File: src/hdl/bpd_pkg.sv
package bpd_pkg;

  // Fixed-point format of every internal length, time and speed.
  localparam int FRAC      = 16;
  localparam int K_DRAG    = ((20 << FRAC) + 500) / 1000;
  localparam int G_ACC     = ((98 << FRAC) + 5) / 10;
  localparam int TOL       = ((1 << FRAC) + 500) / 1000;
  localparam int U_MAX     = 2 << FRAC;
  localparam int EXP_TERMS = 24;
  localparam int AIM_MAX   = 2097151;
  localparam int AIM_MIN   = -2097152;

  localparam int WORD    = 64;
  localparam int D_W     = 22;
  localparam int Y_W     = 22;
  localparam int LS_W    = 15;
  localparam int VEL_W   = LS_W + 8;
  localparam int U_W     = 17;
  localparam int KV_W    = 18;
  localparam int TERM_W  = 17;
  localparam int SUM_W   = 20;
  localparam int R_W     = 23;
  localparam int Q_W     = 39;
  localparam int T_W     = FRAC + 5;
  localparam int VT_W    = 28;
  localparam int RM_W    = 28;
  localparam int GT_W    = 25;
  localparam int DROP_W  = 29;
  localparam int DIVR_W  = 23;
  localparam int N_W     = 5;
  localparam int ITERS_W = 5;

  typedef enum logic [3:0] {
    OP_EXP_MUL,
    OP_EXP_DIV,
    OP_SQ_D,
    OP_SQ_H,
    OP_SQRT,
    OP_Q,
    OP_EQ,
    OP_T,
    OP_VT,
    OP_VTM,
    OP_RM,
    OP_GT,
    OP_DROP
  } op_t;

  typedef enum logic [2:0] {
    FIN_INVALID,
    FIN_TOVF,
    FIN_AOVF,
    FIN_CONV,
    FIN_LIMIT
  } fin_t;

  typedef enum logic [1:0] {
    ST_CONV  = 2'd0,
    ST_LIMIT = 2'd1,
    ST_ERR   = 2'd2
  } status_t;

  typedef struct packed {
    logic           load;
    logic           start;
    op_t            op;
    logic [N_W-1:0] n;
    logic           upd;
    logic           fin;
    fin_t           kind;
  } cmd_t;

  typedef struct packed {
    logic done;
    logic invalid;
    logic t_big;
    logic a_ovf;
    logic conv;
  } stat_t;

endpackage

File: src/hdl/bpd_mul.sv
module bpd_mul (
  input  logic                       clk,
  input  logic                       rst_n,
  input  logic                       start,
  input  logic [bpd_pkg::WORD-1:0]   a,
  input  logic [bpd_pkg::WORD-1:0]   b,
  output logic [bpd_pkg::WORD-1:0]   p,
  output logic                       done
);

  logic [bpd_pkg::WORD-1:0] a_r, b_r, acc_r, part;
  logic                     busy_r, done_r;

  // One byte of the multiplier per cycle; stops as soon as no bits remain.
  assign part = a_r * bpd_pkg::WORD'(b_r[7:0]);

  always_ff @(posedge clk) begin
    if (!rst_n) begin
      busy_r <= 1'b0;
      done_r <= 1'b0;
    end else begin
      done_r <= 1'b0;
      if (start) begin
        busy_r <= 1'b1;
      end else if (busy_r && b_r == '0) begin
        busy_r <= 1'b0;
        done_r <= 1'b1;
      end
    end
  end

  always_ff @(posedge clk) begin
    if (start) begin
      a_r   <= a;
      b_r   <= b;
      acc_r <= '0;
    end else if (busy_r && b_r != '0) begin
      acc_r <= acc_r + part;
      a_r   <= a_r << 8;
      b_r   <= b_r >> 8;
    end
  end

  assign p    = acc_r;
  assign done = done_r;

endmodule

File: src/hdl/bpd_div.sv
module bpd_div (
  input  logic                         clk,
  input  logic                         rst_n,
  input  logic                         start,
  input  logic [bpd_pkg::WORD-1:0]     dividend,
  input  logic [bpd_pkg::DIVR_W-1:0]   divisor,
  output logic [bpd_pkg::WORD-1:0]     quo,
  output logic                         done
);

  localparam int CNT_W = $clog2(bpd_pkg::WORD + 1);

  logic [bpd_pkg::WORD-1:0]   q_r;
  logic [bpd_pkg::DIVR_W-1:0] rem_r, dvs_r;
  logic [CNT_W-1:0]           cnt_r;
  logic                       busy_r, done_r;
  logic [bpd_pkg::DIVR_W:0]   sh, diff;
  logic                       fits;

  // Restoring division, one quotient bit per cycle; the quotient shifts
  // in where the dividend shifts out.
  assign sh   = {rem_r, q_r[bpd_pkg::WORD-1]};
  assign fits = sh >= {1'b0, dvs_r};
  assign diff = sh - {1'b0, dvs_r};

  always_ff @(posedge clk) begin
    if (!rst_n) begin
      busy_r <= 1'b0;
      done_r <= 1'b0;
      cnt_r  <= '0;
    end else begin
      done_r <= 1'b0;
      if (start) begin
        busy_r <= 1'b1;
        cnt_r  <= CNT_W'(bpd_pkg::WORD);
      end else if (busy_r) begin
        cnt_r <= cnt_r - CNT_W'(1);
        if (cnt_r == CNT_W'(1)) begin
          busy_r <= 1'b0;
          done_r <= 1'b1;
        end
      end
    end
  end

  always_ff @(posedge clk) begin
    if (start) begin
      q_r   <= dividend;
      rem_r <= '0;
      dvs_r <= divisor;
    end else if (busy_r) begin
      q_r   <= {q_r[bpd_pkg::WORD-2:0], fits};
      rem_r <= fits ? diff[bpd_pkg::DIVR_W-1:0] : sh[bpd_pkg::DIVR_W-1:0];
    end
  end

  assign quo  = q_r;
  assign done = done_r;

endmodule

File: src/hdl/bpd_sqrt.sv
module bpd_sqrt (
  input  logic                     clk,
  input  logic                     rst_n,
  input  logic                     start,
  input  logic [bpd_pkg::WORD-1:0] x,
  output logic [bpd_pkg::WORD-1:0] res,
  output logic                     done
);

  logic [bpd_pkg::WORD-1:0] x_r, res_r, bit_r, trial;
  logic                     busy_r, done_r, fits;

  // Digit-by-digit integer square root, two radicand bits per cycle.
  assign trial = res_r + bit_r;
  assign fits  = x_r >= trial;

  always_ff @(posedge clk) begin
    if (!rst_n) begin
      busy_r <= 1'b0;
      done_r <= 1'b0;
    end else begin
      done_r <= 1'b0;
      if (start) begin
        busy_r <= 1'b1;
      end else if (busy_r && bit_r[0]) begin
        busy_r <= 1'b0;
        done_r <= 1'b1;
      end
    end
  end

  always_ff @(posedge clk) begin
    if (start) begin
      x_r   <= x;
      res_r <= '0;
      bit_r <= bpd_pkg::WORD'(1) << (bpd_pkg::WORD - 2);
    end else if (busy_r) begin
      if (fits) begin
        x_r   <= x_r - trial;
        res_r <= (res_r >> 1) + bit_r;
      end else begin
        res_r <= res_r >> 1;
      end
      bit_r <= bit_r >> 2;
    end
  end

  assign res  = res_r;
  assign done = done_r;

endmodule

File: src/hdl/bpd_dp.sv
module bpd_dp (
  input  logic                              clk,
  input  logic                              rst_n,
  input  logic                              cfg_we,
  input  logic [bpd_pkg::LS_W-1:0]          cfg_data,
  input  logic [bpd_pkg::D_W-1:0]           in_distance,
  input  logic signed [bpd_pkg::Y_W-1:0]    in_target_height,
  input  bpd_pkg::cmd_t                     cmd,
  output bpd_pkg::stat_t                    stat,
  output logic signed [bpd_pkg::Y_W-1:0]    aim
);

  localparam int W = bpd_pkg::WORD;

  logic [bpd_pkg::LS_W-1:0]       ls_r;
  logic [bpd_pkg::D_W-1:0]        d_r;
  logic signed [bpd_pkg::Y_W-1:0] y_r, h_r, aim_r, aim_nxt;
  logic [bpd_pkg::U_W-1:0]        u_r, u_nxt;
  logic [bpd_pkg::KV_W-1:0]       kv_r, kv_nxt;
  logic [bpd_pkg::TERM_W-1:0]     term_r;
  logic [bpd_pkg::SUM_W-1:0]      sum_r;
  logic [W-1:0]                   s_r;
  logic [bpd_pkg::R_W-1:0]        r_r;
  logic [bpd_pkg::Q_W-1:0]        q_r;
  logic [bpd_pkg::T_W-1:0]        t_r;
  logic [bpd_pkg::VT_W-1:0]       vt_r;
  logic [bpd_pkg::RM_W-1:0]       rm_r;
  logic [bpd_pkg::GT_W-1:0]       gt_r;
  logic [bpd_pkg::DROP_W-1:0]     drop_r;

  logic [bpd_pkg::VEL_W-1:0]      vel;
  logic [32:0]                    ku;
  logic [33:0]                    kvp;
  logic [bpd_pkg::Y_W-1:0]        mag;
  logic signed [33:0]             rise_e, drop_e, dy, h_new;

  logic                           mul_start, div_start, sq_start;
  logic [W-1:0]                   mul_a, mul_b, mul_p, div_n, div_q, sq_res;
  logic [bpd_pkg::DIVR_W-1:0]     div_d;
  logic                           mul_done, div_done, sq_done;

  assign vel    = {ls_r, 8'd0};
  assign ku     = 33'(bpd_pkg::K_DRAG) * 33'(in_distance);
  assign u_nxt  = ku[32:16];
  assign kvp    = 34'(bpd_pkg::K_DRAG) * 34'(vel);
  assign kv_nxt = kvp[33:16];

  assign mag = h_r[bpd_pkg::Y_W-1] ? ($unsigned(~h_r) + 22'd1) : $unsigned(h_r);

  // Height reached at the target, compared against the wanted height.
  assign rise_e = h_r[bpd_pkg::Y_W-1] ? -$signed({6'd0, rm_r}) : $signed({6'd0, rm_r});
  assign drop_e = $signed({5'd0, drop_r});
  assign dy     = 34'(y_r) - rise_e + drop_e;
  assign h_new  = 34'(h_r) + dy;

  assign stat.done    = mul_done | div_done | sq_done;
  assign stat.invalid = (d_r == '0) || (kv_r == '0) ||
                        ({1'b0, u_r} > 18'(bpd_pkg::U_MAX));
  assign stat.t_big   = |div_q[W-1:bpd_pkg::T_W];
  assign stat.a_ovf   = (h_new > 34'(bpd_pkg::AIM_MAX)) || (h_new < 34'(bpd_pkg::AIM_MIN));
  assign stat.conv    = (dy < 34'(bpd_pkg::TOL)) && (dy > -34'(bpd_pkg::TOL));

  always_comb begin
    mul_start = 1'b0;
    div_start = 1'b0;
    sq_start  = 1'b0;
    mul_a     = '0;
    mul_b     = '0;
    div_n     = '0;
    div_d     = '0;
    unique case (cmd.op)
      bpd_pkg::OP_EXP_MUL: begin
        mul_start = cmd.start;
        mul_a     = W'(term_r);
        mul_b     = W'(u_r);
      end
      bpd_pkg::OP_EXP_DIV: begin
        div_start = cmd.start;
        div_n     = s_r >> bpd_pkg::FRAC;
        div_d     = bpd_pkg::DIVR_W'(cmd.n);
      end
      bpd_pkg::OP_SQ_D: begin
        mul_start = cmd.start;
        mul_a     = W'(d_r);
        mul_b     = W'(d_r);
      end
      bpd_pkg::OP_SQ_H: begin
        mul_start = cmd.start;
        mul_a     = W'(mag);
        mul_b     = W'(mag);
      end
      bpd_pkg::OP_SQRT: begin
        sq_start = cmd.start;
      end
      bpd_pkg::OP_Q: begin
        div_start = cmd.start;
        div_n     = W'(r_r) << bpd_pkg::FRAC;
        div_d     = bpd_pkg::DIVR_W'(d_r);
      end
      bpd_pkg::OP_EQ: begin
        mul_start = cmd.start;
        mul_a     = W'(sum_r);
        mul_b     = W'(q_r);
      end
      bpd_pkg::OP_T: begin
        div_start = cmd.start;
        div_n     = s_r;
        div_d     = bpd_pkg::DIVR_W'(kv_r);
      end
      bpd_pkg::OP_VT: begin
        mul_start = cmd.start;
        mul_a     = W'(vel);
        mul_b     = W'(t_r);
      end
      bpd_pkg::OP_VTM: begin
        mul_start = cmd.start;
        mul_a     = W'(vt_r);
        mul_b     = W'(mag);
      end
      bpd_pkg::OP_RM: begin
        div_start = cmd.start;
        div_n     = s_r;
        div_d     = r_r;
      end
      bpd_pkg::OP_GT: begin
        mul_start = cmd.start;
        mul_a     = W'(bpd_pkg::G_ACC);
        mul_b     = W'(t_r);
      end
      bpd_pkg::OP_DROP: begin
        mul_start = cmd.start;
        mul_a     = W'(gt_r);
        mul_b     = W'(t_r);
      end
      default: ;
    endcase
  end

  always_comb begin
    case (cmd.kind)
      bpd_pkg::FIN_INVALID: aim_nxt = y_r;
      bpd_pkg::FIN_TOVF:    aim_nxt = h_r[bpd_pkg::Y_W-1] ? 22'(bpd_pkg::AIM_MIN)
                                                          : 22'(bpd_pkg::AIM_MAX);
      bpd_pkg::FIN_AOVF:    aim_nxt = h_new[33] ? 22'(bpd_pkg::AIM_MIN)
                                                : 22'(bpd_pkg::AIM_MAX);
      default:              aim_nxt = h_new[bpd_pkg::Y_W-1:0];
    endcase
  end

  always_ff @(posedge clk) begin
    if (!rst_n) begin
      ls_r <= 15'd5120;
    end else if (cfg_we) begin
      ls_r <= cfg_data;
    end
  end

  always_ff @(posedge clk) begin
    if (cmd.load) begin
      d_r    <= in_distance;
      y_r    <= in_target_height;
      h_r    <= in_target_height;
      u_r    <= u_nxt;
      kv_r   <= kv_nxt;
      term_r <= u_nxt;
      sum_r  <= bpd_pkg::SUM_W'(u_nxt);
    end
    if (cmd.upd) begin
      h_r <= h_new[bpd_pkg::Y_W-1:0];
    end
    if (cmd.fin) begin
      aim_r <= aim_nxt;
    end
    if (stat.done) begin
      case (cmd.op)
        bpd_pkg::OP_EXP_MUL: s_r <= mul_p;
        bpd_pkg::OP_EXP_DIV: begin
          term_r <= div_q[bpd_pkg::TERM_W-1:0];
          sum_r  <= sum_r + bpd_pkg::SUM_W'(div_q[bpd_pkg::TERM_W-1:0]);
        end
        bpd_pkg::OP_SQ_D:    s_r    <= mul_p;
        bpd_pkg::OP_SQ_H:    s_r    <= s_r + mul_p;
        bpd_pkg::OP_SQRT:    r_r    <= sq_res[bpd_pkg::R_W-1:0];
        bpd_pkg::OP_Q:       q_r    <= div_q[bpd_pkg::Q_W-1:0];
        bpd_pkg::OP_EQ:      s_r    <= mul_p;
        bpd_pkg::OP_T:       t_r    <= div_q[bpd_pkg::T_W-1:0];
        bpd_pkg::OP_VT:      vt_r   <= mul_p[43:16];
        bpd_pkg::OP_VTM:     s_r    <= mul_p;
        bpd_pkg::OP_RM:      rm_r   <= div_q[bpd_pkg::RM_W-1:0];
        bpd_pkg::OP_GT:      gt_r   <= mul_p[40:16];
        bpd_pkg::OP_DROP:    drop_r <= mul_p[45:17];
        default: ;
      endcase
    end
  end

  assign aim = aim_r;

  bpd_mul u_mul (
    .clk   (clk),
    .rst_n (rst_n),
    .start (mul_start),
    .a     (mul_a),
    .b     (mul_b),
    .p     (mul_p),
    .done  (mul_done)
  );

  bpd_div u_div (
    .clk      (clk),
    .rst_n    (rst_n),
    .start    (div_start),
    .dividend (div_n),
    .divisor  (div_d),
    .quo      (div_q),
    .done     (div_done)
  );

  bpd_sqrt u_sqrt (
    .clk   (clk),
    .rst_n (rst_n),
    .start (sq_start),
    .x     (s_r),
    .res   (sq_res),
    .done  (sq_done)
  );

endmodule

File: src/hdl/bpd_ctrl.sv
module bpd_ctrl #(
  parameter int MAX_ITERATIONS = 20
) (
  input  logic                          clk,
  input  logic                          rst_n,
  input  logic                          in_valid,
  output logic                          in_ready,
  output logic                          out_valid,
  input  logic                          out_ready,
  output logic [bpd_pkg::ITERS_W-1:0]   out_iters,
  output logic [1:0]                    out_status,
  input  bpd_pkg::stat_t                stat,
  output bpd_pkg::cmd_t                 cmd
);

  localparam int ITER_W = $clog2(MAX_ITERATIONS + 1);
  localparam int CW     = (ITER_W > bpd_pkg::ITERS_W) ? ITER_W : bpd_pkg::ITERS_W;

  typedef enum logic [2:0] {
    S_IDLE,
    S_CHECK,
    S_ISSUE,
    S_WAIT,
    S_UPDATE,
    S_FIN
  } state_t;

  state_t                        state_r, state_nxt;
  bpd_pkg::op_t                  op_r, op_nxt;
  logic [bpd_pkg::N_W-1:0]       n_r, n_nxt;
  logic [ITER_W-1:0]             i_r, i_nxt;
  bpd_pkg::fin_t                 kind_r, kind_nxt;
  logic                          out_valid_r, out_valid_nxt;
  logic [bpd_pkg::ITERS_W-1:0]   out_iters_r, out_iters_nxt;
  bpd_pkg::status_t              out_status_r, out_status_nxt;
  logic [CW-1:0]                 iter_ext;
  logic                          slot_free, last;

  assign slot_free = !out_valid_r || out_ready;
  assign last      = (i_r == ITER_W'(MAX_ITERATIONS - 1));
  assign iter_ext  = CW'(i_r) + CW'(1);

  assign cmd.load  = (state_r == S_IDLE) && in_valid;
  assign cmd.start = (state_r == S_ISSUE);
  assign cmd.op    = op_r;
  assign cmd.n     = n_r;
  assign cmd.upd   = (state_r == S_UPDATE) && !stat.a_ovf && !stat.conv && !last;
  assign cmd.fin   = (state_r == S_FIN) && slot_free;
  assign cmd.kind  = kind_r;

  always_comb begin
    state_nxt      = state_r;
    op_nxt         = op_r;
    n_nxt          = n_r;
    i_nxt          = i_r;
    kind_nxt       = kind_r;
    out_valid_nxt  = out_valid_r && !out_ready;
    out_iters_nxt  = out_iters_r;
    out_status_nxt = out_status_r;
    unique case (state_r)
      S_IDLE: begin
        if (in_valid) begin
          i_nxt     = '0;
          n_nxt     = bpd_pkg::N_W'(2);
          state_nxt = S_CHECK;
        end
      end
      S_CHECK: begin
        if (stat.invalid) begin
          kind_nxt  = bpd_pkg::FIN_INVALID;
          state_nxt = S_FIN;
        end else begin
          op_nxt    = bpd_pkg::OP_EXP_MUL;
          state_nxt = S_ISSUE;
        end
      end
      S_ISSUE: state_nxt = S_WAIT;
      S_WAIT: begin
        if (stat.done) begin
          state_nxt = S_ISSUE;
          unique case (op_r)
            bpd_pkg::OP_EXP_MUL: op_nxt = bpd_pkg::OP_EXP_DIV;
            bpd_pkg::OP_EXP_DIV: begin
              if (n_r == bpd_pkg::N_W'(bpd_pkg::EXP_TERMS)) begin
                op_nxt = bpd_pkg::OP_SQ_D;
              end else begin
                n_nxt  = n_r + bpd_pkg::N_W'(1);
                op_nxt = bpd_pkg::OP_EXP_MUL;
              end
            end
            bpd_pkg::OP_SQ_D: op_nxt = bpd_pkg::OP_SQ_H;
            bpd_pkg::OP_SQ_H: op_nxt = bpd_pkg::OP_SQRT;
            bpd_pkg::OP_SQRT: op_nxt = bpd_pkg::OP_Q;
            bpd_pkg::OP_Q:    op_nxt = bpd_pkg::OP_EQ;
            bpd_pkg::OP_EQ:   op_nxt = bpd_pkg::OP_T;
            bpd_pkg::OP_T: begin
              if (stat.t_big) begin
                kind_nxt  = bpd_pkg::FIN_TOVF;
                state_nxt = S_FIN;
              end else begin
                op_nxt = bpd_pkg::OP_VT;
              end
            end
            bpd_pkg::OP_VT:   op_nxt = bpd_pkg::OP_VTM;
            bpd_pkg::OP_VTM:  op_nxt = bpd_pkg::OP_RM;
            bpd_pkg::OP_RM:   op_nxt = bpd_pkg::OP_GT;
            bpd_pkg::OP_GT:   op_nxt = bpd_pkg::OP_DROP;
            bpd_pkg::OP_DROP: state_nxt = S_UPDATE;
            default:          op_nxt = bpd_pkg::OP_SQ_D;
          endcase
        end
      end
      S_UPDATE: begin
        if (stat.a_ovf) begin
          kind_nxt  = bpd_pkg::FIN_AOVF;
          state_nxt = S_FIN;
        end else if (stat.conv) begin
          kind_nxt  = bpd_pkg::FIN_CONV;
          state_nxt = S_FIN;
        end else if (last) begin
          kind_nxt  = bpd_pkg::FIN_LIMIT;
          state_nxt = S_FIN;
        end else begin
          i_nxt     = i_r + ITER_W'(1);
          op_nxt    = bpd_pkg::OP_SQ_D;
          state_nxt = S_ISSUE;
        end
      end
      S_FIN: begin
        if (slot_free) begin
          out_valid_nxt = 1'b1;
          out_iters_nxt = (kind_r == bpd_pkg::FIN_INVALID) ? '0
                                                           : iter_ext[bpd_pkg::ITERS_W-1:0];
          case (kind_r)
            bpd_pkg::FIN_CONV:  out_status_nxt = bpd_pkg::ST_CONV;
            bpd_pkg::FIN_LIMIT: out_status_nxt = bpd_pkg::ST_LIMIT;
            default:            out_status_nxt = bpd_pkg::ST_ERR;
          endcase
          state_nxt = S_IDLE;
        end
      end
      default: state_nxt = S_IDLE;
    endcase
  end

  always_ff @(posedge clk) begin
    if (!rst_n) begin
      state_r      <= S_IDLE;
      op_r         <= bpd_pkg::OP_EXP_MUL;
      n_r          <= '0;
      i_r          <= '0;
      kind_r       <= bpd_pkg::FIN_INVALID;
      out_valid_r  <= 1'b0;
      out_iters_r  <= '0;
      out_status_r <= bpd_pkg::ST_CONV;
    end else begin
      state_r      <= state_nxt;
      op_r         <= op_nxt;
      n_r          <= n_nxt;
      i_r          <= i_nxt;
      kind_r       <= kind_nxt;
      out_valid_r  <= out_valid_nxt;
      out_iters_r  <= out_iters_nxt;
      out_status_r <= out_status_nxt;
    end
  end

  assign in_ready   = (state_r == S_IDLE);
  assign out_valid  = out_valid_r;
  assign out_iters  = out_iters_r;
  assign out_status = out_status_r;

`ifndef ASSERT_OFF
  // A unit never reports completion in the cycle right after it was started.
  a_no_instant_done: assert property (@(posedge clk) disable iff (!rst_n)
    cmd.start |=> !stat.done)
    else $error("arith unit finished immediately after start");

  // Completion pulses only arrive while the sequencer waits for them.
  a_done_in_wait: assert property (@(posedge clk) disable iff (!rst_n)
    stat.done |-> state_r == S_WAIT)
    else $error("unit done outside of wait state");

  // A new result never overwrites one that has not been taken.
  a_no_overwrite: assert property (@(posedge clk) disable iff (!rst_n)
    cmd.fin |-> (!out_valid_r || out_ready))
    else $error("result register overwritten");

  // The aim is only refined when the iteration neither ended nor overflowed.
  a_upd_clean: assert property (@(posedge clk) disable iff (!rst_n)
    cmd.upd |-> (!stat.a_ovf && !stat.conv && !last))
    else $error("aim updated on a terminating iteration");
`endif

endmodule

File: src/hdl/ballistic_pitch_drag_solver.sv
// Ballistic aim-height solver with linear air drag. Give it a target's
// horizontal distance (unsigned Q6.16 m) and height above the muzzle (signed
// Q5.16 m); it returns the aim height (signed Q5.16 m, saturated), the number
// of refinement iterations and a status (0 converged, 1 iteration limit,
// 2 zero distance, zero speed or overflow). The muzzle speed is set through
// cfg_we/cfg_data as unsigned Q7.8 m/s and resets to 20.0 m/s; write it only
// while no item is in flight. One item is processed at a time: a sequencer
// drives a shared byte-serial multiplier, a one-bit-per-cycle divider and a
// two-bit-per-cycle square root. The drag exponential is computed once per item,
// and each iteration is dominated by its three 64-step divisions. An invalid
// input skips all arithmetic and goes from the check state straight to the
// final state, where its result is offered once the output register is free.
// in_ready is high whenever the block is idle, even while the last result
// still waits on out_ready.
module ballistic_pitch_drag_solver #(
  parameter int MAX_ITERATIONS = 20
) (
  input  logic                              clk,
  input  logic                              rst_n,
  input  logic                              cfg_we,
  input  logic [bpd_pkg::LS_W-1:0]          cfg_data,
  input  logic                              in_valid,
  output logic                              in_ready,
  input  logic [bpd_pkg::D_W-1:0]           in_distance,
  input  logic signed [bpd_pkg::Y_W-1:0]    in_target_height,
  output logic                              out_valid,
  input  logic                              out_ready,
  output logic signed [bpd_pkg::Y_W-1:0]    out_aim_height,
  output logic [bpd_pkg::ITERS_W-1:0]       out_iterations_used,
  output logic [1:0]                        out_status
);

  bpd_pkg::cmd_t  cmd;
  bpd_pkg::stat_t stat;

  bpd_ctrl #(
    .MAX_ITERATIONS (MAX_ITERATIONS)
  ) u_ctrl (
    .clk        (clk),
    .rst_n      (rst_n),
    .in_valid   (in_valid),
    .in_ready   (in_ready),
    .out_valid  (out_valid),
    .out_ready  (out_ready),
    .out_iters  (out_iterations_used),
    .out_status (out_status),
    .stat       (stat),
    .cmd        (cmd)
  );

  bpd_dp u_dp (
    .clk              (clk),
    .rst_n            (rst_n),
    .cfg_we           (cfg_we),
    .cfg_data         (cfg_data),
    .in_distance      (in_distance),
    .in_target_height (in_target_height),
    .cmd              (cmd),
    .stat             (stat),
    .aim              (out_aim_height)
  );

endmodule
File: config.mk
export PLATFORM = sky130hd
export DESIGN_NAME = ballistic_pitch_drag_solver
export DESIGN_NICKNAME = d
export VERILOG_FILES = /design/src/hdl/bpd_pkg.sv /design/src/hdl/bpd_mul.sv /design/src/hdl/bpd_div.sv /design/src/hdl/bpd_sqrt.sv /design/src/hdl/bpd_dp.sv /design/src/hdl/bpd_ctrl.sv /design/src/hdl/ballistic_pitch_drag_solver.sv
export SDC_FILE = /design/constraint.sdc
export NUM_CORES = 2
export LEC_CHECK = 0
export BUFFER_PORTS_ARGS = -buffer_cell sky130_fd_sc_hd__buf_2
export CORE_MARGIN = 4
export CORE_UTILIZATION = 48
export DETAILED_ROUTE_END_ITERATION = 7
export HOLD_SLACK_MARGIN = 0.12
export PLACE_DENSITY = 0.68
export SETUP_SLACK_MARGIN = 0.15
export SLEW_MARGIN = 20
export SYNTH_ARGS = -nofsm -noshare
export SYNTH_HDL_FRONTEND = slang
export SYNTH_SLANG_ARGS = --single-unit
File: constraint.sdc
create_clock -name clk -period 23.7 [get_ports clk]
set_input_delay 3.555 -clock clk [delete_from_list [all_inputs] [get_ports clk]]
set_output_delay 3.555 -clock clk [all_outputs]
set_load 0.02 [all_outputs]
=== Word-level counts from Yosys, hierarchy flattened ===
Cells that the tools add are included.

* Register bits after elaboration: 935
* Latch bits: 0
* Memory bits (writable): 0
* Bits in read-only memories: 0
* Memories kept: 0

* $add $sub $neg: 15
* Multiply operators: 3
* Divide/modulo/power cells: 0
* Magnitude comparators: 7
* Equality and inequality tests: 39
* Shift-type cells: 0
* Multiplexer cells: 85
* Bitwise operators: 5
* Reductions and logical operators: 63

{| class="wikitable"
|+ Operators with widths
! cell !! count
|-
| $mux 64 || 10
|-
| $pmux 28 s8 || 1
|-
| $pmux 39 s5 || 1
|-
| $pmux 64 s3 || 1
|-
| $add 64x64->64 || 2
|-
| $pmux 64 s2 || 1
|-
| $mux 22 || 5
|-
| $pmux 23 s4 || 1
|-
| $pmux 22 s3 || 1
|-
| $add 63x63->64 || 1
|-
| $add 64x63->64 || 1
|-
| $ge 64x64->1 || 1
|-
| $logic_not 64->1 || 1
|-
| $mul 64x8->64 || 1
|-
| $reduce_bool 64->1 || 1
|-
| $sub 64x64->64 || 1
|-
| $mux 20 || 3
|-
| $pmux 4 s13 || 1
|-
| $mux 17 || 3
|-
| $mux 3 || 15
|-
| $mux 5 || 9
|-
| $reduce_or 43->1 || 1
|-
| $add 22x34->34 || 1
|-
| $add 34x30->34 || 1
|-
| 61 further kinds || 153
|}

=== Logic depth before layout (Yosys ltp) ===
* Depth in word-level cells: 12
* Gate-level depth with buffers: 35
* Depth with buffers taken out: 34

=== Cells and area by module ===
Synthesis repeated with hierarchy kept, for this count alone.

* Cell total of the unflattened synthesis: 8311
* Area total of the unflattened synthesis: 80971.4 um2

{| class="wikitable"
|+ Modules (own cells, without submodules)
! module !! times used !! cells an instance !! area each (um2) !! seq. area each (um2)
|-
| bpd_dp || 1 || 3260 || 34307.9 || 12451.9
|-
| bpd_mul || 1 || 2500 || 24307.1 || 5165.0
|-
| bpd_sqrt || 1 || 1853 || 14716.6 || 3883.7
|-
| bpd_div || 1 || 506 || 6073.3 || 3253.1
|-
| bpd_ctrl || 1 || 192 || 1566.5 || 560.5
|}

=== Worst setup path after synthesis ===
No wires, ideal clock.

* Path kind: reg-to-reg
* From: register u_dp.u_sqrt.bit_r[0] (netlist name)
* To: register u_dp.u_sqrt.x_r[0] (netlist name) (enable)
* Library setup time: 0.575 ns
* Data arrival time: 9.694 ns
* Slack: 13.431 ns
* Stages on the path, launching flop included: 28
* Path buffers: 2
* Period minus slack after synthesis: 10.269 ns
* Path through: dfxtp_1 ha_1 ha_1 a21oi_1 o21bai_1 a31o_2 a31oi_1 o21ai_0 a31o_2 a31oi_1 o21ai_0 a21oi_1 o21ai_0 nor2b_1 o21ai_0 xor2_1 ha_1 and3_1 and3_1 and3_1 and3_1 a41o_1 o41a_1 o21a_1 a2111oi_2 clkbuf_1 clkbuf_1 o21ai_0

* Cells in the longest elaborated chain, start to end: 4

{| class="wikitable"
|+ Ends and longest elaborated chain
! item !! line !! RTL
|-
| start: declaration || bpd_sqrt.sv:10 || <nowiki>logic [bpd_pkg::WORD-1:0] x_r, res_r, bit_r, trial;</nowiki>
|-
| start signal: assignment || bpd_sqrt.sv:36 || <nowiki>bit_r <= bpd_pkg::WORD'(1) << (bpd_pkg::WORD - 2);</nowiki>
|-
| start signal: assignment || bpd_sqrt.sv:44 || <nowiki>bit_r <= bit_r >> 2;</nowiki>
|-
| $add 64x63->64 || bpd_sqrt.sv:14 || <nowiki>assign trial = res_r + bit_r;</nowiki>
|-
| $ge 64x64->1 || bpd_sqrt.sv:15 || <nowiki>assign fits = x_r >= trial;</nowiki>
|-
| $reduce_bool 2->1 (no line) || -- ||
|-
| $reduce_and 2->1 (no line) || -- ||
|-
| end signal: assignment || bpd_sqrt.sv:39 || <nowiki>x_r <= x_r - trial;</nowiki>
|-
| end: declaration || bpd_sqrt.sv:10 ||
|}

Every way passes these cells.
A chain may end at the register's enable or synchronous reset.

=== Worst setup path in the final report ===
* From: register u_dp.rm_r[2] (netlist name)
* To: register u_dp.h_r[13] (netlist name) (enable)

* Cells in the longest elaborated chain, start to end: 12
* Elaborated cells between the ends (all ways): 17
* Classes of those cells: add/sub: 4; order compare: 4; mux: 1; reduce/logical: 8

{| class="wikitable"
|+ Ends and longest elaborated chain
! item !! line !! RTL
|-
| start: declaration || bpd_dp.sv:27 || <nowiki>logic [bpd_pkg::RM_W-1:0] rm_r;</nowiki>
|-
| start signal: assignment || bpd_dp.sv:189 || <nowiki>bpd_pkg::OP_RM: rm_r <= div_q[bpd_pkg::RM_W-1:0];</nowiki>
|-
| $neg 28->34 || bpd_dp.sv:51 || <nowiki>assign rise_e = h_r[bpd_pkg::Y_W-1] ? -$signed({6'd0, rm_r}) : $signed({6'd0, rm_r});</nowiki>
|-
| $mux 34 * || bpd_dp.sv:51 ||
|-
| $sub 22x34->34 * || bpd_dp.sv:53 || <nowiki>assign dy = 34'(y_r) - rise_e + drop_e;</nowiki>
|-
| $add 34x30->34 * || bpd_dp.sv:53 ||
|-
| $add 22x34->34 || bpd_dp.sv:54 || <nowiki>assign h_new = 34'(h_r) + dy;</nowiki>
|-
| $gt 34x22->1 / $lt 34x22->1 (equally long branches) || bpd_dp.sv:60 || <nowiki>assign stat.a_ovf = (h_new > 34'(bpd_pkg::AIM_MAX)) || (h_new < 34'(bpd_pkg::AIM_MIN));</nowiki>
|-
| $logic_or 1x1->1 || bpd_dp.sv:60 ||
|-
| $logic_not 1->1 || bpd_ctrl.sv:47 || <nowiki>assign cmd.upd = (state_r == S_UPDATE) && !stat.a_ovf && !stat.conv && !last;</nowiki>
|-
| $logic_and 1x1->1 || bpd_ctrl.sv:47 ||
|-
| $logic_and 1x1->1 * (2 in a row) || bpd_ctrl.sv:47 ||
|-
| $reduce_bool 2->1 (no line) * || -- ||
|-
| end signal: assignment || bpd_dp.sv:162 || <nowiki>h_r <= in_target_height;</nowiki>
|-
| end signal: assignment || bpd_dp.sv:169 || <nowiki>h_r <= h_new[bpd_pkg::Y_W-1:0];</nowiki>
|-
| end: declaration || bpd_dp.sv:17 || <nowiki>logic signed [bpd_pkg::Y_W-1:0] y_r, h_r, aim_r, aim_nxt;</nowiki>
|}

Mark *: on every way between the ends. The rest lies on a longest branch, timed or not.

==> reports/qor.yml <==
power:
  p_switching_mw: 4.59
  p_seq_frac: 0.217
  peakVddDrop_mv: 0.111
  clockPowerShare: 0.163
  leakage_nw: 34.9
  p_total_mw: 10.0
  intPower_mw: 5.46
  swShare: 0.457
  power_density_nw_per_um2: 122
  combPwrFrac: 0.620
worst_setup_path:
  crit_slowest_cell: "inv_1"
  startpoint_type: "flop"
  worstPathArrival_ns: 10.63
  crit_fanout: 26
  crit_required_ns: 24.05
  crit_path_frequent_cell: "o21ai_0"
  crit_type: "reg2reg"
  max_stage_delay_ns: 0.74
  endpoint_kind: "flop"
  reg2regPathDepth: 30
clock_network:
  clock_latency_ns: 0.73
  cts_tree: "yes"
  clkTransAtPathRegs_ns: 0.06
  cts.path.max_buffers: 3
  hold_buffers: 0
  root_buffer: "clkbuf_16"
  h-tree-depth: 3
  clock-sinks: 910
  cts_resized: 0
  numCtsBuffers: 103
  post-cts-setup-buffer-count: 0
finish:
  regArea_um2: 24600
  design_area_um2: 82500
  postLayoutCoreUtil: 0.521
  syn_to_final_growth_pct: 7.71
  layout_common_cells: "950 x nand2_1, 787 x inv_1, 634 x edfxtp_1, 605 x ha_1, 593 x fa_1"
  final_nets: 9242
  layout-drive-gt1-share: 0.0526
  multi_input_area_um2: 47800
  fin_cells: 10144
  fillers: 14124
  layout_commonest_cell: "nand2_1"
sta:
  worst_slew_pin_slew_ns: 1.14
  fmax_ghz: 0.0973
  max-slew-margin-rel: 0.239
  hold_viol: 0
  skew_ns: 0.0451
  setup_ws_ns: 13.42
  hold_ws_ns: 0.451
  slew_viol_final: 0
  timing.final.crit_share: 0.434
  setup_viol: 0
  rsz0062_at_grt: "no"
  layout_min_cycle_time_ns: 10.28
  tns_ns: 0
run_status:
  violations: "design-rule violations"
  status: "finished with violations"
hold_path:
  hold_class: "reg2reg"
  hold_depth: 2
placed_design:
  routabilityCongestion: 0.974
  dp_slack_ns: 13.51
  port_buffers: 94
  post-dp-hpwl_mm: 168
  dpl_cell_area_um2: 79100
  placed_cells_incl_taps: 9947
logic_synthesis:
  ys_ff_latch: 910
  ys_types: 95
  synth_edf_count: 634
  avgSynthCellArea_um2: 9.49
  ys_seq_area_frac: 0.321
  synth_fp_nets: 9327
  synthArstFlopShare: 0
  synth_ff_type: "edfxtp_1"
  synthCells: 8065
  syn_area_um2: 76600
  yosysWarnings: 0
detailed_routing:
  drt_iter0_drc: 5714
  drtAntennaViolNets: 0
  drc: 1
  dr.pass1.iters: 8
  num_vias: 60935
  routed_wl_mm: 224
  wl_per_cell_um: 22.1
  viasPerCell: 6.01
global_routing:
  globalRouteMet3Util: 0.0491
  met2_usage: 0.408
  grt_util_all_layers: 0.266
  grtUsageMet1: 0.373
  grt_pass1_vias: 59444
  busiest_layer: "met2"
  antenna_found_initial: 8
  grt_max_degree: 114
  grt_overflow: 0
  grt_first_pass_wirelength_mm: 349
floorplan:
  io_pins: 95
  die_w_um: 407
  dieArea_um2: 166000
  dieHeight_um: 407
  initial_core_util: 0.483
  coreArea_um2: 158000
  std_cell_rows: 146
job:
  max_cap_violations: 0
[critical path: cells and delay by family (launching register included)]
family | cells | cell delay, ns
AO/OA/AOI/OAI | 8 | 1.94
multiplexers | 1 | 0.47
buffers and inverters | 1 | 0.74
AND/OR/NAND/NOR | 16 | 4.90
XOR/XNOR | 1 | 0.19
flip-flops | 1 | 0.47
adder cells (fa/ha/maj) | 3 | 1.18
[sequential cells by signal, indices dropped and copies added, names as in the netlist, 23 cells and up]
register           flops
u_dp.rm_r             28
u_dp.u_sqrt.res       64
u_dp.u_div.rem_r      23
u_dp.u_div.quo        64
u_dp.u_mul.p          64
u_dp.u_sqrt.x_r       64
u_dp.vt_r             28
u_dp.r_r              23
u_dp.s_r              64
u_dp.gt_r             25
u_dp.u_sqrt.bit_r     32
u_dp.q_r              39
u_dp.drop_r           29
u_dp.u_mul.a_r        64
u_dp.u_mul.b_r        39
u_dp.u_div.dvs_r      23
[power groups by stage]
| stage | combinational, mW | clock, mW | sequential, mW |
|---|---|---|---|
| 6_report | 6.23 | 1.64 | 2.18 |
| 5_1_grt | 7.03 | 1.72 | 2.19 |
| 4_1_cts | 6.19 | 1.66 | 2.17 |
| 3_5_place_dp | 6.11 | 0 | 2.20 |
| 3_3_place_gp | 6.02 | 0 | 2.20 |
| 2_1_floorplan | 4.72 | 0 | 2.08 |
[worst paths after layout]
check | start | to | slack, ns
hold / removal | u_ctrl.out_status[0] | u_ctrl.out_status[0] | 0.45
hold reg to reg | u_ctrl.out_status[0] | u_ctrl.out_status[0] | 0.45
setup / recovery | u_dp.rm_r[2] | u_dp.h_r[13] | 13.42
setup reg to reg | u_dp.rm_r[2] | u_dp.h_r[13] | 13.42
[metal layers]
metal | vias up | part of all wire
li1 | 28007 | -
met1 | 30053 | 0.43
met2 | 2421 | 0.44
met3 | 450 | 0.088
met4 | 4 | 0.044
met5 | - | 0.00014
[cells in the mapped netlist, types with 48 or more instances]
cell / instances / area share
o21ai_0: 390 / 0.025
edfxtp_1: 634 / 0.25
a222oi_1: 54 / 0.0071
a31oi_1: 97 / 0.0079
nor4_1: 50 / 0.0041
a22oi_1: 48 / 0.0047
nand3_1: 123 / 0.0080
xor2_1: 203 / 0.023
o21a_1: 66 / 0.0065
nand4_1: 73 / 0.0060
nor2b_1: 67 / 0.0055
xnor2_1: 234 / 0.027
nand2_1: 952 / 0.047
nor3_1: 73 / 0.0048
inv_1: 788 / 0.039
buf_1: 56 / 0.0027
and3_1: 54 / 0.0044
fa_1: 593 / 0.16
a21o_1: 169 / 0.017
nor2_1: 561 / 0.028
a221oi_1: 49 / 0.0056
a211oi_1: 73 / 0.0072
o21bai_1: 61 / 0.0060
clkbuf_1: 294 / 0.014
dfxtp_1: 276 / 0.072
ha_1: 605 / 0.099
a21oi_1: 529 / 0.035
and2_1: 257 / 0.021
mux2i_1: 100 / 0.013
[cell families (layout without fill, tap and decap cells)]
kind of cell | after synthesis | in the layout | synth area share
muxes | 111 | 111 | 0.0148
and+or+nand+nor | 2375 | 2375 | 0.144
DFF | 910 | 910 | 0.321
AOI/OAI and AO/OA | 1875 | 1875 | 0.159
adders and majority gates | 1198 | 1198 | 0.254
xor gates and xnor gates | 439 | 439 | 0.0506
buffers and inverters | 1157 | 1160 | 0.0572
other | 0 | 4 | 0
[layout make-up]
cell class,count,area share
clock buffer,143,0.0348
tap,2072,0.0314
inverter,789,0.0359
sequential,910,0.298
antenna,4,0.000121
multi-input combinational,5998,0.580
clock inverter,50,0.00631
timing repair buffer,178,0.0135
Note: power is estimated with default switching activity, not from simulation.
